**src/design/ckd_pkg.sv**
```systemverilog
package ckd_pkg;

    // Sample format and arithmetic widths.
    localparam int SAMPLE_BITS = 16;
    localparam int PROD_BITS   = 2 * SAMPLE_BITS;
    localparam int SUM_BITS    = 48;
    localparam int POS_BITS    = 10;
    localparam int MOD_BITS    = 2;
    localparam int CFG_INDEX_BITS = 2;

    // Modulation codes.
    localparam logic [MOD_BITS-1:0] MOD_ASK = 2'd0;
    localparam logic [MOD_BITS-1:0] MOD_PSK = 2'd1;
    localparam logic [MOD_BITS-1:0] MOD_FSK = 2'd2;

    // Configuration register indexes.
    localparam logic [CFG_INDEX_BITS-1:0] CFG_MODULATION = 2'd0;
    localparam logic [CFG_INDEX_BITS-1:0] CFG_THRESHOLD  = 2'd1;
    localparam logic [CFG_INDEX_BITS-1:0] CFG_WINDOW     = 2'd2;

    // Register values after reset.
    localparam logic [MOD_BITS-1:0] MODULATION_RESET    = MOD_ASK;
    localparam logic [SUM_BITS-1:0] THRESHOLD_RESET     = 48'd26844;
    localparam logic [POS_BITS-1:0] WINDOW_LENGTH_RESET = 10'd20;

    // One input beat.
    typedef struct packed {
        logic signed [SAMPLE_BITS-1:0] received_sample;
        logic signed [SAMPLE_BITS-1:0] reference_a;
        logic signed [SAMPLE_BITS-1:0] reference_b;
        logic                          end_of_stream;
    } ckd_in_t;

    // One result beat.
    typedef struct packed {
        logic decided_bit;
        logic final_result;
    } ckd_out_t;

    // A configuration write as seen by the datapath.
    typedef struct packed {
        logic                      valid;
        logic [CFG_INDEX_BITS-1:0] index;
        logic [SUM_BITS-1:0]       data;
    } ckd_cfg_wr_t;

    // Results produced by one item, packed from slot zero upward.
    typedef struct packed {
        logic [1:0] count;
        ckd_out_t   slot0;
        ckd_out_t   slot1;
    } ckd_push_t;

endpackage

```
**src/design/ckd_front.sv**
```systemverilog
module ckd_front
    import ckd_pkg::*;
(
    input  logic        clk,
    input  logic        rst_n,
    input  ckd_cfg_wr_t cfg_wr,
    input  logic        take,
    input  ckd_in_t     item,
    output ckd_push_t   push
);

    // Configuration registers.
    logic [MOD_BITS-1:0] modulation_reg;
    logic [SUM_BITS-1:0] threshold_reg;
    logic [POS_BITS-1:0] window_length_reg;

    // Multiply stage.
    logic                        s1_valid_reg;
    logic                        s1_eos_reg;
    logic signed [PROD_BITS-1:0] prod_a_reg;
    logic signed [PROD_BITS-1:0] prod_b_reg;
    logic signed [PROD_BITS-1:0] prod_a_next;
    logic signed [PROD_BITS-1:0] prod_b_next;

    // Integrator stage.
    logic [POS_BITS-1:0] pos_reg;
    logic [POS_BITS-1:0] pos_next;
    logic [SUM_BITS-1:0] sum_a_reg;
    logic [SUM_BITS-1:0] sum_a_next;
    logic [SUM_BITS-1:0] sum_b_reg;
    logic [SUM_BITS-1:0] sum_b_next;
    logic                s2_valid_reg;
    logic                s2_eos_reg;

    // Decision stage.
    logic                prev_above_reg;
    logic                prev_above_next;
    logic                have_prev_reg;
    logic                have_prev_next;

    logic [SUM_BITS-1:0]        base_a;
    logic [SUM_BITS-1:0]        base_b;
    logic [SUM_BITS-1:0]        acc_a;
    logic signed [PROD_BITS-1:0] prod_a_clamped;
    logic [POS_BITS-1:0]        window_len;
    logic [POS_BITS-1:0]        pos_inc;
    logic signed [SUM_BITS:0]   value;
    logic signed [SUM_BITS:0]   threshold_ext;
    logic                       above;

    // Configuration writes; an index beyond the list is ignored.
    always_ff @(posedge clk or negedge rst_n)
    begin
        if (!rst_n)
        begin
            modulation_reg    <= MODULATION_RESET;
            threshold_reg     <= THRESHOLD_RESET;
            window_length_reg <= WINDOW_LENGTH_RESET;
        end
        else if (cfg_wr.valid)
        begin
            case (cfg_wr.index)
                CFG_MODULATION: modulation_reg    <= cfg_wr.data[MOD_BITS-1:0];
                CFG_THRESHOLD:  threshold_reg     <= cfg_wr.data;
                CFG_WINDOW:     window_length_reg <= cfg_wr.data[POS_BITS-1:0];
                default:        ;
            endcase
        end
    end

    // Products of the received sample with both references.
    assign prod_a_next = PROD_BITS'(item.received_sample) * PROD_BITS'(item.reference_a);
    assign prod_b_next = PROD_BITS'(item.received_sample) * PROD_BITS'(item.reference_b);

    always_ff @(posedge clk)
    begin
        if (take)
        begin
            prod_a_reg <= prod_a_next;
            prod_b_reg <= prod_b_next;
            s1_eos_reg <= item.end_of_stream;
        end
    end

    // The integrators restart whenever the window position is zero.
    always_comb
    begin
        base_a         = (pos_reg == '0) ? '0 : sum_a_reg;
        base_b         = (pos_reg == '0) ? '0 : sum_b_reg;
        prod_a_clamped = prod_a_reg[PROD_BITS-1] ? '0 : prod_a_reg;
        sum_b_next     = base_b + SUM_BITS'(prod_b_reg);
        case (modulation_reg)
            MOD_ASK:
            begin
                acc_a      = base_a + SUM_BITS'(prod_a_clamped);
                sum_a_next = acc_a[SUM_BITS-1] ? '0 : acc_a;
            end
            default:
            begin
                acc_a      = base_a + SUM_BITS'(prod_a_reg);
                sum_a_next = acc_a;
            end
        endcase
        window_len = (window_length_reg == '0) ? POS_BITS'(1) : window_length_reg;
        pos_inc    = pos_reg + POS_BITS'(1);
        if (s1_eos_reg || (pos_inc >= window_len))
        begin
            pos_next = '0;
        end
        else
        begin
            pos_next = pos_inc;
        end
    end

    always_ff @(posedge clk)
    begin
        if (s1_valid_reg)
        begin
            sum_a_reg  <= sum_a_next;
            sum_b_reg  <= sum_b_next;
            s2_eos_reg <= s1_eos_reg;
        end
    end

    // Detector value against the threshold, then the one-late decision.
    always_comb
    begin
        threshold_ext = {threshold_reg[SUM_BITS-1], threshold_reg};
        case (modulation_reg)
            MOD_FSK: value = {sum_b_reg[SUM_BITS-1], sum_b_reg}
                           - {sum_a_reg[SUM_BITS-1], sum_a_reg};
            default: value = {sum_a_reg[SUM_BITS-1], sum_a_reg};
        endcase
        above = value > threshold_ext;

        push.count      = 2'd0;
        push.slot0      = '0;
        push.slot1      = '0;
        prev_above_next = prev_above_reg;
        have_prev_next  = have_prev_reg;
        if (s2_valid_reg)
        begin
            if (have_prev_reg)
            begin
                push.slot0.decided_bit  = prev_above_reg | above;
                push.slot0.final_result = 1'b0;
                push.count              = 2'd1;
            end
            if (s2_eos_reg)
            begin
                if (have_prev_reg)
                begin
                    push.slot1.decided_bit  = above;
                    push.slot1.final_result = 1'b1;
                    push.count              = 2'd2;
                end
                else
                begin
                    push.slot0.decided_bit  = above;
                    push.slot0.final_result = 1'b1;
                    push.count              = 2'd1;
                end
                prev_above_next = 1'b0;
                have_prev_next  = 1'b0;
            end
            else
            begin
                prev_above_next = above;
                have_prev_next  = 1'b1;
            end
        end
    end

    // Control state of the pipeline.
    always_ff @(posedge clk or negedge rst_n)
    begin
        if (!rst_n)
        begin
            s1_valid_reg   <= 1'b0;
            s2_valid_reg   <= 1'b0;
            pos_reg        <= '0;
            prev_above_reg <= 1'b0;
            have_prev_reg  <= 1'b0;
        end
        else
        begin
            s1_valid_reg   <= take;
            s2_valid_reg   <= s1_valid_reg;
            if (s1_valid_reg)
            begin
                pos_reg <= pos_next;
            end
            prev_above_reg <= prev_above_next;
            have_prev_reg  <= have_prev_next;
        end
    end

endmodule

```
**src/design/ckd_queue.sv**
```systemverilog
module ckd_queue
    import ckd_pkg::*;
#(
    parameter int DEPTH = 8
)
(
    input  logic      clk,
    input  logic      rst_n,
    input  ckd_push_t push,
    input  logic      pop,
    output logic      head_valid,
    output ckd_out_t  head,
    output logic      space_ok
);

    localparam int PTR_BITS = (DEPTH > 1) ? $clog2(DEPTH) : 1;
    localparam int CNT_BITS = $clog2(DEPTH + 1);
    // Three items can be in flight (two pipeline stages plus the one being
    // taken), each giving up to two results.
    localparam int RESERVE  = 6;

    ckd_out_t            mem_reg [DEPTH];
    logic [PTR_BITS-1:0] wr_ptr_reg;
    logic [PTR_BITS-1:0] wr_ptr_next;
    logic [PTR_BITS-1:0] rd_ptr_reg;
    logic [PTR_BITS-1:0] rd_ptr_next;
    logic [PTR_BITS-1:0] wr_ptr_second;
    logic [CNT_BITS-1:0] count_reg;
    logic [CNT_BITS-1:0] count_next;

    function automatic logic [PTR_BITS-1:0] ptr_inc(input logic [PTR_BITS-1:0] p);
        logic [PTR_BITS-1:0] r;
        if (p == PTR_BITS'(DEPTH - 1))
        begin
            r = '0;
        end
        else
        begin
            r = p + PTR_BITS'(1);
        end
        return r;
    endfunction

    // Pointer and fill count bookkeeping.
    always_comb
    begin
        wr_ptr_second = ptr_inc(wr_ptr_reg);
        case (push.count)
            2'd0:    wr_ptr_next = wr_ptr_reg;
            2'd1:    wr_ptr_next = wr_ptr_second;
            default: wr_ptr_next = ptr_inc(wr_ptr_second);
        endcase
        rd_ptr_next = pop ? ptr_inc(rd_ptr_reg) : rd_ptr_reg;
        count_next  = count_reg + CNT_BITS'(push.count) - CNT_BITS'(pop);
    end

    // Result storage; slot one is written only with slot zero.
    always_ff @(posedge clk)
    begin
        if (push.count != 2'd0)
        begin
            mem_reg[wr_ptr_reg] <= push.slot0;
        end
        if (push.count == 2'd2)
        begin
            mem_reg[wr_ptr_second] <= push.slot1;
        end
    end

    always_ff @(posedge clk or negedge rst_n)
    begin
        if (!rst_n)
        begin
            wr_ptr_reg <= '0;
            rd_ptr_reg <= '0;
            count_reg  <= '0;
        end
        else
        begin
            wr_ptr_reg <= wr_ptr_next;
            rd_ptr_reg <= rd_ptr_next;
            count_reg  <= count_next;
        end
    end

    // Output side comes straight from stored entries.
    assign head_valid = (count_reg != '0);
    assign head       = mem_reg[rd_ptr_reg];
    assign space_ok   = (count_reg <= CNT_BITS'(DEPTH - RESERVE));

    // The fill count never passes the depth.
    a_count_bound: assert property (@(posedge clk) disable iff (!rst_n)
        count_reg <= CNT_BITS'(DEPTH))
        else $error("result queue count exceeds its depth");

    // A push never lands on entries that are still occupied.
    a_no_overflow: assert property (@(posedge clk) disable iff (!rst_n)
        ({1'b0, count_reg} + (CNT_BITS + 1)'(push.count) - (CNT_BITS + 1)'(pop))
            <= (CNT_BITS + 1)'(DEPTH))
        else $error("result queue overflow");

    // An empty queue that receives nothing stays empty.
    a_empty_stays: assert property (@(posedge clk) disable iff (!rst_n)
        (count_reg == '0 && push.count == 2'd0) |=> !head_valid)
        else $error("result appeared without a push");

endmodule

```
**src/design/coherent_keying_demodulator_top.sv**
```systemverilog
// Coherent keying demodulator with integrate-and-dump detection.
// Sample channel: sample_valid / sample_stall carry one received sample and
// two reference carrier samples (signed Q1.14) plus an end-of-stream mark.
// Decision channel: decision_valid / decision_stall carry one decided bit per
// beat, with final_result set on the decision of the stream's last sample.
// Configuration: cfg_valid / cfg_ready, always ready; index 0 modulation,
// 1 threshold, 2 window length. Write only while the block is idle.
// Throughput: one sample per cycle while sample_stall is low. The multiply
// and accumulate stages are registered and the decide stage is combinational,
// so a decision enters the result queue from the accumulate registers and is
// offered once the queue holds it. Each sample's decision waits for the
// following sample; an end-of-stream sample releases its own beat and any
// beat still waiting. The sample channel stalls when the result queue lacks
// room for the results of every sample still in flight.
// Reset returns the registers to their defaults and empties the pipeline,
// the integrators and the queue. A stalled decision beat holds its value.
module coherent_keying_demodulator_top
    import ckd_pkg::*;
#(
    parameter int QUEUE_DEPTH = 8
)
(
    input  logic                      clk,
    input  logic                      rst_n,
    input  logic                      sample_valid,
    output logic                      sample_stall,
    input  ckd_in_t                   sample,
    output logic                      decision_valid,
    input  logic                      decision_stall,
    output ckd_out_t                  decision,
    input  logic                      cfg_valid,
    output logic                      cfg_ready,
    input  logic [CFG_INDEX_BITS-1:0] cfg_index,
    input  logic [SUM_BITS-1:0]       cfg_wdata
);

    ckd_cfg_wr_t cfg_wr;
    ckd_push_t   push;
    logic        take;
    logic        pop;
    logic        space_ok;

    // Configuration writes are always taken.
    assign cfg_ready    = 1'b1;
    assign cfg_wr.valid = cfg_valid;
    assign cfg_wr.index = cfg_index;
    assign cfg_wr.data  = cfg_wdata;

    // Handshakes on both channels.
    assign sample_stall = !space_ok;
    assign take         = sample_valid && space_ok;
    assign pop          = decision_valid && !decision_stall;

    ckd_front u_front (
        .clk    (clk),
        .rst_n  (rst_n),
        .cfg_wr (cfg_wr),
        .take   (take),
        .item   (sample),
        .push   (push)
    );

    ckd_queue #(
        .DEPTH (QUEUE_DEPTH)
    ) u_queue (
        .clk        (clk),
        .rst_n      (rst_n),
        .push       (push),
        .pop        (pop),
        .head_valid (decision_valid),
        .head       (decision),
        .space_ok   (space_ok)
    );

endmodule

```
**config.mk**
```make
export PLATFORM = sky130hd
export DESIGN_NAME = coherent_keying_demodulator_top
export DESIGN_NICKNAME = d
export VERILOG_FILES = /design/src/design/ckd_pkg.sv /design/src/design/ckd_front.sv /design/src/design/ckd_queue.sv /design/src/design/coherent_keying_demodulator_top.sv
export SDC_FILE = /design/constraint.sdc
export NUM_CORES = 2
export LEC_CHECK = 0
export BUFFER_PORTS_ARGS = -buffer_cell sky130_fd_sc_hd__clkbuf_2
export CAP_MARGIN = 10
export CORE_MARGIN = 10
export CORE_UTILIZATION = 60
export DETAILED_ROUTE_END_ITERATION = 7
export PLACE_DENSITY = 0.8
export SLEW_MARGIN = 15
export SYNTH_ARGS = -nofsm -noshare
export SYNTH_HDL_FRONTEND = slang
export SYNTH_SLANG_ARGS = --single-unit
```
**constraint.sdc**
```tcl
create_clock -name clk -period 5.2 [get_ports clk]
set_clock_uncertainty 0.2 [all_clocks]
set_input_delay 1.3 -clock clk [delete_from_list [all_inputs] [get_ports clk]]
set_output_delay 1.3 -clock clk [all_outputs]
set_load 0.05 [all_outputs]
```
-- Yosys cells after proc, flatten, opt, wreduce, memory -nomap -nowiden
Memory sizes are Yosys's and may differ from the RTL's.
Index checks and enable logic that the tools add are counted.
- bits of input ports: 104
- memory bits (writable): 16
- register bits: 246
- memories kept: 1
- logic and storage cells: 81
- memory list (memory ; words ; bits a word ; rd ports ; clocked after memory_dff ; write ports ; RTL line ; RTL):
    u_queue.mem_reg ; 8 ; 2 ; 1 ; 0 ; 2 ; ckd_queue.sv:22 ; ckd_out_t mem_reg [DEPTH];
- add/sub/neg operators: 10
- equality and inequality tests: 8
- magnitude comparators: 3
- reduce and logical (&&, ||, !) cells: 15
- multipliers: 2
- bitwise gates (word level): 1
- multiplexer cells: 24
- operators by type and width (kind ; count):
    48-bit adder ; 3
    48-bit two-way mux ; 3
    16-bit by 16-bit multiplier with 32-bit output ; 2
    49-bit by 48-bit greater-than comparator with 1-bit output ; 1
    49-bit two-way mux ; 1
    48-bit by 48-bit subtractor with 49-bit output ; 1
    47-bit two-way mux ; 1
    31-bit two-way mux ; 1
    10-bit zero test ; 2
    10-bit two-way mux ; 2
    3-bit two-way mux ; 4
    6-bit two-way mux ; 2
    10-bit by 1-bit adder with 10-bit output (second input constant) ; 1
    10-bit >= comparator ; 1
    3-bit by 1-bit adder with 3-bit output (second input constant) ; 3
    3-bit equality test (second input constant) ; 3
    2-bit equality test (second input constant) ; 3
    2-bit zero test ; 3
    1-bit two-way mux ; 6
    2-bit two-way mux ; 3
    3-bit one-hot mux with 2 select lines ; 1
    2-bit AND reduction ; 3
    4-bit by 2-bit adder with 4-bit output ; 1
    2-bit by 1-bit equality test with 1-bit output (second input constant) ; 2
    8 further kinds ; 10

-- Depth between registers and ports, before layout
- word-level depth: 11
- depth in mapped cells: 25
- depth with buffers taken out: 24

-- By module
Synthesis repeated with hierarchy kept, for this count alone.
- cell total of the unflattened synthesis: 4631
- area, all modules: 41990.3 µm²
- modules (own cells, without submodules) (module ; times used ; area an instance (µm²) ; cells each ; sequential area each (µm²)):
    ckd_front ; 1 ; 40301.2 ; 4494 ; 6729.0
    ckd_queue ; 1 ; 1654.1 ; 132 ; 730.7
    coherent_keying_demodulator_top ; 1 ; 35.0 ; 5 ; 0.0

-- Least setup slack after synthesis
Ideal clock, no wire load.
- path kind: input to register
- start point: in sample[45] (netlist name)
- end point: reg u_front.prod_a_reg[28], data pin
- slack: -2.410 ns
- cell stages on the path: 24
- data arrival time: 7.150 ns
- path buffers: 1
- required time: 4.740 ns
- cells stage by stage: clkbuf_1 -> nand2_1 -> fa_1 -> inv_1 -> fa_1 -> inv_1 -> fa_1 -> inv_1 -> fa_1 -> inv_1 -> fa_1 -> inv_1 -> fa_1 -> ha_1 -> a21o_1 -> a21o_1 -> a221o_1 -> o41a_1 -> a221oi_4 -> o21ai_1 -> and3_1 -> o21ai_1 -> and2b_1 -> xnor2_1
- word-level cells in the longest chain between the ends: 1
- RTL lines (item ; RTL line ; RTL):
    start: declaration ; coherent_keying_demodulator_top.sv:27 ; input ckd_in_t sample,
    16-bit by 16-bit multiplier with 32-bit output ; ckd_front.sv:72 ; assign prod_a_next = PROD_BITS'(item.received_sample) * PROD_BITS'(item.reference_a);
    via u_front.prod_a_next[28] ; ckd_front.sv:22 ; logic signed [PROD_BITS-1:0] prod_a_next;
    end signal: assignment ; ckd_front.sv:79 ; prod_a_reg <= prod_a_next;
    end: declaration ; ckd_front.sv:20 ; logic signed [PROD_BITS-1:0] prod_a_reg;
The timed path passes the listed nets, and every way through them passes these cells.
A chain may end at the register's enable or synchronous reset.

-- Worst setup path in the final report
- start point: in sample[18] (netlist name)
- end point: reg u_front.prod_a_reg[31], data pin
The elaborated chain is that of the path after synthesis.

==> summary by stage <==
Floorplanning
The die area is 81090 µm². The region available for standard cell placement spans 69790 µm². Row generation in the floorplan step produced 97 rows. The die height is 284.8 µm. The overall die width is 284.8 µm. The initial core utilization is 0.6027. In this run the count of I/O pins placed on the die edge is 109.

Critical path
Counting both buffers and inverters, the worst setup path holds a total of 7. The largest single stage delay on the critical path is 0.57 ns. The critical path in this run is classified as primary input to flip-flop.

The kind of cell with the highest combined delay along the critical path is adder cells. The type of element capturing the critical path is a flip-flop. At the worst endpoint, the required time is 5.35 ns. The data arrival time at the worst-slack endpoint is 7.22 ns. The signal on the critical path passes through clkbuf_16 -> nand2_4 -> fa_1 -> inv_2 -> fa_1 -> inv_2 -> fa_1 -> inv_2 -> fa_1 -> inv_2 -> fa_1 -> inv_1 -> fa_1 -> ha_4 -> buf_6 -> nand2_4 -> o21ai_4 -> or3_4 -> o211ai_1 -> o21a_1 -> o31ai_4 -> o41a_1 -> a221o_1 -> xnor2_1.

The slowest stage cell on the critical path is fa_1. The most frequent cell on the critical path is fa_1. In this run the worst path has a maximum fanout of 6. The worst setup path is launched from a primary input.

Clock tree
The CTS tree is yes. The total CTS buffers is 29. After clock tree synthesis, the clock-pin slew on the worst setup and hold paths is 0.06 ns. The number of H-tree branching levels is 1.

The maximum buffer depth of the clock tree is 3. In this run, post-CTS hold repair placed 0 buffers. Counting every sink on the clock net gives 262. The root cell of the clock tree is clkbuf_16. The clock latency on the worst-skew pair is 0.60 ns.

Timing
The final hold violation count came to 0. For the final routed database, the setup TNS stands at -61.48 ns. Once routing completed, OpenROAD measured the worst setup slack at -1.868 ns. Setup repair after global routing could not meet its margin everywhere. For the finished layout, the period the worst path requires is 7.068 ns. The worst hold-check slack is 0.3112 ns. The max-slew violation total from the final report is 0. Setup violations remaining at the end of the flow were counted as 56. The peak clock frequency supported by timing is 141.5 MHz. Headroom to the max-slew limit came out at 0.3879. The ratio of final minimum period to clock period is 1.359. At the pin with the least slew margin, the transition time is 0.9182 ns.

Cells and area
The top cell types in the final layout, fill and taps aside, are inv_1 (738), buf_4 (531), fa_1 (513). The register area is 7463 µm². The most frequent standard cell in the layout excluding fill and tap cells is inv_1. The post-synthesis to final-layout area growth is 21.67%. In the final layout, the share of cells above drive strength 1 is 0.2259. The number of nets in the finished design is 6290. The filler cell count is 4670. The combined area of the multi-input logic cells is 32690 µm².

Yosys
The register bit total from synthesis is 262. The mean instance size in the synthesized netlist is 9.035 µm². The number of nets in the synthesized netlist is 5700. Of the synthesized area, sequential elements account for 0.1774. The number of flops mapped to enable cells by yosys is 178. The number of cells produced by synthesis is 4655.

Summing every instance area after synthesis gives 42060 µm². The most common flop cell mapped by yosys is edfxtp_1. After synthesis, the share of flip-flops with an asynchronous set or reset is 0.3206.

The number of unique standard cell types used by synthesis is 95. The number of warnings reported in the yosys synthesis log is 0.

GRT
The pin count of the biggest net entering global routing is 71. The number of antenna violations at the first check in global routing is 1. The overall fraction of global-route tracks in use is 0.2896. The first-pass GRT wire length is 194800 µm. After global routing the overflow that remains totals 0.

The number of global-route vias before repair was 37550.

Placement
During placement, the flow inserted port buffers numbering 107. The half-perimeter wire length of the detailed placement result is 94450 µm. The routability-driven placement congestion ratio is 0.9843. Before CTS, the worst setup slack after placement is -2.374 ns.

Status
The flow ran to the end, but the final reports show violations. The final reports fail on setup timing.

Detailed routing
After detailed routing, the average wire length per cell comes to 19.88 µm. Summing over every cut layer, the via total after detailed routing is 36330. Dividing the detail-routed via count by the number of cells gives 5.851. In this run the remaining antenna-violating nets after routing total 0. After detailed routing, the total wire length is 123400 µm. After detailed routing, the number of remaining DRC violations is 0. In this run, the number of DRC markers left after iteration 0 of detailed routing was 3186.

The number of iterations in the first detailed-routing pass is 6.

Worst hold path
The worst min-delay path class is flip-flop to flip-flop.

Run
Max-cap violations in this run came to 0.
[per-stage QoR]
| stage | instance area [µm²] | cells | utilization |
|---|---|---|---|
| final | 51170 | 6209 | 0.7333 |
| after global routing | 51170 | 6209 | 0.7333 |
| after CTS | 50240 | 6186 | 0.7200 |
| after detailed placement | 47930 | 6087 | 0.6869 |
| after global placement | 47930 | 6087 | 0.6869 |
| after floorplan | 43190 | 4655 | - |
[area by class of cell]
type,count,area share
Timing Repair Buffer,722,0.1148
Inverter,786,0.05766
Clock buffer,33,0.01448
Tap cell,940,0.02298
Sequential cell,262,0.1459
Clock inverter,21,0.005257
Antenna cell,1,0.00004890
Multi-Input combinational cell,3444,0.6389
[timing repair]
item                                    4_1_cts  5_1_grt
resized for setup                           217      180
buffers inserted                             69       29
gates cloned                                  1        1
endpoints found under the setup margin       57       72
pin swaps                                   126      134
[cell usage after synthesis (99+ instances only)]
cell type | count | area [µm²]
a21oi_1 | 223 | 1116
and2_1 | 322 | 2014
clkbuf_1 | 154 | 578.1
a21o_1 | 121 | 908.4
o21ai_0 | 177 | 885.9
xnor2_1 | 151 | 1323
xor2_1 | 99 | 867.1
nor2_1 | 152 | 570.6
fa_1 | 529 | 10590
edfxtp_1 | 178 | 5345
nand2_1 | 471 | 1768
inv_1 | 784 | 2943
ha_1 | 412 | 5155
[layer usage]
metal	vias to the layer above	wire length (µm)	GRT usage
li1	16510	-	-
met1	17860	50050	0.3746
met2	1571	59420	0.4977
met3	384	8268	0.03492
met4	0	5670	0.09988
met5	-	0	0
[kinds of logic after synthesis]
group | count (synthesis) | synth area share
flip-flops | 262 | 0.1774
buffers and inverters | 949 | 0.08499
AND/OR/NAND/NOR | 1322 | 0.1581
AO/OA/AOI/OAI | 848 | 0.1303
XOR/XNOR | 250 | 0.05206
adder cells (fa/ha/maj) | 949 | 0.3763
other | 1 | 0.00008916
multiplexers | 74 | 0.02074
[final timing paths]
kind / start / endpoint / slack [ns] / cells after the start
max in group asynchronous: rst_n / u_front.threshold_reg[29] / 3.31 / 2
hold reg to reg: u_front.threshold_reg[46] / u_front.threshold_reg[46] / 0.31 / 1
hold / removal: u_front.threshold_reg[46] / u_front.threshold_reg[46] / 0.31 / 1
setup reg to reg: u_front.sum_a_reg[18] / u_queue.mem_reg[7][1] / -0.32 / 26
setup / recovery: sample[18] / u_front.prod_a_reg[31] / -1.87 / 24
min in group asynchronous: rst_n / u_queue.rd_ptr_reg[2] / 0.47 / 1
Power is not shown: default switching activity piles up to over one toggle a cycle in this logic, so the estimate is an artifact.
